## src/design/gtc_pkg.sv

```systemverilog
// Package: sizes, config register codes and shared types of the triangle counter.
package gtc_pkg;

  localparam int ID_W       = 32;
  localparam int MAX_NODES  = 1024;
  localparam int NODE_W     = $clog2(MAX_NODES);
  localparam int MAX_DEGREE = 64;
  localparam int POS_W      = $clog2(MAX_DEGREE);
  localparam int DEG_W      = POS_W + 1;
  localparam int ADDR_W     = NODE_W + POS_W;
  localparam int COUNT_W    = 11;
  localparam int HIT_W      = 22;
  localparam int EDGE_W     = 17;
  localparam int CFG_IDX_W  = 2;

  localparam logic [HIT_W-1:0] HIT_MAX = {HIT_W{1'b1}};

  localparam logic [CFG_IDX_W-1:0] CFG_NODE_OFFSET = 2'd0;
  localparam logic [CFG_IDX_W-1:0] CFG_NODE_COUNT  = 2'd1;

  // Edge after offset removal and range check.
  typedef struct packed {
    logic [NODE_W-1:0] a;
    logic [NODE_W-1:0] b;
    logic              bad;
    logic              self_loop;
  } edge_info_t;

endpackage

```

## src/design/gtc_edge_check.sv

```systemverilog
// Edge check: offset removal, range check and self-loop detection.
module gtc_edge_check (
  input  logic [gtc_pkg::ID_W-1:0]    node_a,
  input  logic [gtc_pkg::ID_W-1:0]    node_b,
  input  logic [gtc_pkg::ID_W-1:0]    node_offset,
  input  logic [gtc_pkg::COUNT_W-1:0] node_count,
  output gtc_pkg::edge_info_t         info
);

  logic [gtc_pkg::ID_W-1:0]    a_rel;
  logic [gtc_pkg::ID_W-1:0]    b_rel;
  logic [gtc_pkg::COUNT_W-1:0] lim;

  always_comb begin
    a_rel = node_a - node_offset;
    b_rel = node_b - node_offset;
    lim   = (node_count > gtc_pkg::COUNT_W'(gtc_pkg::MAX_NODES)) ?
            gtc_pkg::COUNT_W'(gtc_pkg::MAX_NODES) : node_count;
    info.a = a_rel[gtc_pkg::NODE_W-1:0];
    info.b = b_rel[gtc_pkg::NODE_W-1:0];
    info.bad = (a_rel >= gtc_pkg::ID_W'(lim)) || (b_rel >= gtc_pkg::ID_W'(lim));
    info.self_loop = (a_rel == b_rel);
  end

endmodule

```

## config.mk

```make
export PLATFORM = sky130hd
export DESIGN_NAME = gtc_edge_check
export DESIGN_NICKNAME = d
export VERILOG_FILES = /design/src/design/gtc_pkg.sv /design/src/design/gtc_edge_check.sv
export SDC_FILE = /design/constraint.sdc
export NUM_CORES = 1
export LEC_CHECK = 0
export BUFFER_PORTS_ARGS = -buffer_cell sky130_fd_sc_hd__buf_2
export CORE_ASPECT_RATIO = 1.75
export CORE_UTILIZATION = 35
export DETAILED_ROUTE_END_ITERATION = 16
export PLACE_DENSITY = 0.68
export SLEW_MARGIN = 20
export SYNTH_ARGS = -nofsm -noshare
export SYNTH_HDL_FRONTEND = slang
export SYNTH_SLANG_ARGS = --single-unit
```

## constraint.sdc

```tcl
create_clock -name vclk -period 6.2
set_clock_uncertainty 0.2 [all_clocks]
set_input_delay 0.31 -clock vclk [all_inputs]
set_output_delay 0.31 -clock vclk [all_outputs]
set_load 0.01 [all_outputs]
```

==> results by group <==
Routing
  • Wire length per cell: 16.8 µm
  • Final WL: 15900 µm
  • Antenna-violating nets left: 0
  • Via density: 5.60
  • Vias post-DR: 5321
  • DR iter-0 viols: 277
  • Detailed Routing Iterations Pass 1: 4
  • Drc violations: 0

Min path
  • Hold_sp: node_offset[0]
  • Hold crit path type: in -> out
  • Worst hold endpoint: info[2]
  • Hold path cells: 4

CTS
  • Post-CTS Setup Bufs: 0
  • Post_cts resized: 0
  • CTS Hold Buffers Added: 0

Place
  • I/O Buffers: 129
  • Post-detail-place hpwl: 14000 µm
  • Routability Congestion: 0.965
  • Setup slack after placement: 1.05 ns

Timing
  • Final hold vios: 0
  • Final Cycle Share: 0.837
  • Worst-margin pin slew: 0.835 ns
  • RSZ-0062 raised after global routing: no
  • Setup TNS: 0 ns
  • Finish-stage setup viols: 0
  • F_max: 0.193 GHz
  • Min Tclk post-route: 5.19 ns
  • Final setup margin: 1.01 ns
  • Slew Limit Fails: 0
  • Max-slew headroom: 0.429

Yosys
  • Synth Area per Inst: 7.13 µm²
  • Post-Syn Nets: 860
  • Mapped Cells: 667
  • Synth warnings: 0
  • Synthesized area: 4760 µm²
  • Sequential element share of the synthesized area: 0
  • Synth unique cells: 77

Global routing
  • Largest net degree at the start of global routing: 12
  • Vias in the first global route: 5314
  • GR Overflow Total: 0
  • Overall routing resource usage: 0.219
  • Initial antenna violation count: 1
  • First-pass GRT wire length: 25100 µm

Layout
  • # nets final: 971
  • Share of layout cells above drive strength 1: 0.196
  • Clock buffers: 0
  • Seq_cells: 0
  • Diode count: 0
  • Filler instances: 1464
  • Layout area overhead: 16.0%
  • FF/Latch Area: 0 µm²

Setup path
  • Crit-path max FO: 5
  • Req. time, crit path: 5.69 ns
  • Cell Chain, Critical Path: buf_2, inv_1, ha_1, fa_1, nor2b_1, o31a_1, o21ai_0, a21oi_1, ha_1, a21o_1, a21oi_1, o31a_1, o21ai_0, a221o_1, nor2_1, and4b_1, nand4b_1, or4_1, or4b_1, buf_2
  • WP buf/inv: 3
  • CP delay by family, top: simple AND/OR/NAND/NOR gates
  • CP max-delay cell: or4_1
  • Worst Path Arrival: 4.68 ns
  • Startpoint Class: input port
  • Slowest cell delay on critical path: 0.54 ns
  • Worst Setup End Kind: primary output
  • Setup CP Type: in -> out

Power
  • Peak VDD IR: 0.0000637 V
  • Leakage: 2.64 nW
  • Pwr per Cell Area: 131 nW/µm²

Run
  • Max-cap viol count: 0

Die
  • Die height: 156 µm
  • Die width: 90.1 µm
  • Die area: 14100 µm²
  • Initial Utilization: 0.357
  • Core ar.: 13300 µm²
  • # rows: 56
  • I/O pins: 129

Outcome
  • Outcome: finished clean
[placed cells by master (no fill, tap or decap), types with 4 or more instances in the layout]
master	n
o21ai_0	30
a21o_1	27
a21boi_0	5
nor3b_1	5
xor2_1	24
buf_2	129
a2111o_1	4
a31oi_1	7
nand2b_1	13
nor2b_1	5
o31a_1	4
nor2_1	40
nor4_1	6
o21a_1	14
nand4_1	11
o21bai_1	7
o211ai_1	9
ha_1	84
o21ai_1	10
xnor2_1	47
a211oi_1	10
nand2_1	57
o2111ai_1	4
inv_1	51
and2_1	7
nand3b_1	6
a21oi_1	59
nor3_1	14
nand3_1	15
[per-stage QoR]
stage | util | std cells | instance area (µm²) | power [mW] | hold WS (ns)
floorplan | - | 667 | 4760 | 0.530 | 0.641
global placement | 0.415 | 950 | 5520 | 0.712 | 0.895
detailed placement | 0.415 | 950 | 5520 | 0.714 | 0.902
CTS | 0.415 | 950 | 5520 | 0.721 | 0.905
global route | 0.415 | 950 | 5520 | 0.799 | 0.920
finish | 0.415 | 950 | 5520 | 0.726 | 0.902
[worst max-delay path by stage]
stage              end  slack, ns      start  cells past startpoint
2_1_floorplan  info[1]       1.54  node_b[0]                     18
3_3_place_gp   info[1]       1.14  node_b[0]                     20
4_1_cts        info[1]       1.04  node_b[0]                     20
5_1_grt        info[1]       0.71  node_a[0]                     19
3_5_place_dp   info[1]       1.05  node_b[0]                     20
6_report       info[1]       1.01  node_b[0]                     20
[metal layers]
| layer | wire length [µm] | GRT usage |
|---|---|---|
| met1 | 5930 | 0.213 |
| met2 | 8060 | 0.437 |
| met3 | 885 | 0.0258 |
| met4 | 1060 | 0.128 |
| met5 | 0 | 0 |
[synth_stat cells (all sizes together), types with 5 or more instances]
library cell	n	area share
a21oi	62	0.068
clkbuf	14	0.011
o21ai	41	0.044
a21o	27	0.043
inv	51	0.040
nor2	40	0.032
and2	8	0.011
nand2b	13	0.017
nor3b	6	0.011
nand2	58	0.046
nand4	11	0.014
a31oi	8	0.014
nor4	6	0.0079
nor3	14	0.015
a21boi	5	0.0079
xor2	24	0.044
xnor2	47	0.087
ha	84	0.22
o21a	14	0.022
nor2b	5	0.0066
a211oi	13	0.024
nand3b	6	0.0095
o21bai	7	0.011
o211ai	10	0.017
nand3	16	0.018
buf	6	0.010
[kinds of logic (layout without fill, tap and decap cells)]
family / count (synthesis) / in the layout / synth area share
xor+xnor: 74 / 74 / 0.145
fa+ha+maj: 86 / 86 / 0.229
compound gates: 228 / 228 / 0.333
buf+inv: 72 / 181 / 0.0623
simple gates: 203 / 203 / 0.222
mux: 4 / 4 / 0.00868
[report_power, final]
part / internal (mW) / total [mW] / leakage (nW) / switching (mW)
combinational: 0.311 / 0.726 / 2.64 / 0.415
sequential: 0 / 0 / 0 / 0
clock: 0 / 0 / 0 / 0
total: 0.311 / 0.726 / 2.64 / 0.415
[final cells by class]
type / instances / area [µm²] / share of cell area
tap: 174 / 218 / 0.0394
inverter: 52 / 195 / 0.0354
multi-input combinational: 595 / 4460 / 0.808
timing repair buffer: 129 / 646 / 0.117
Note: power is estimated with default switching activity, not from simulation.
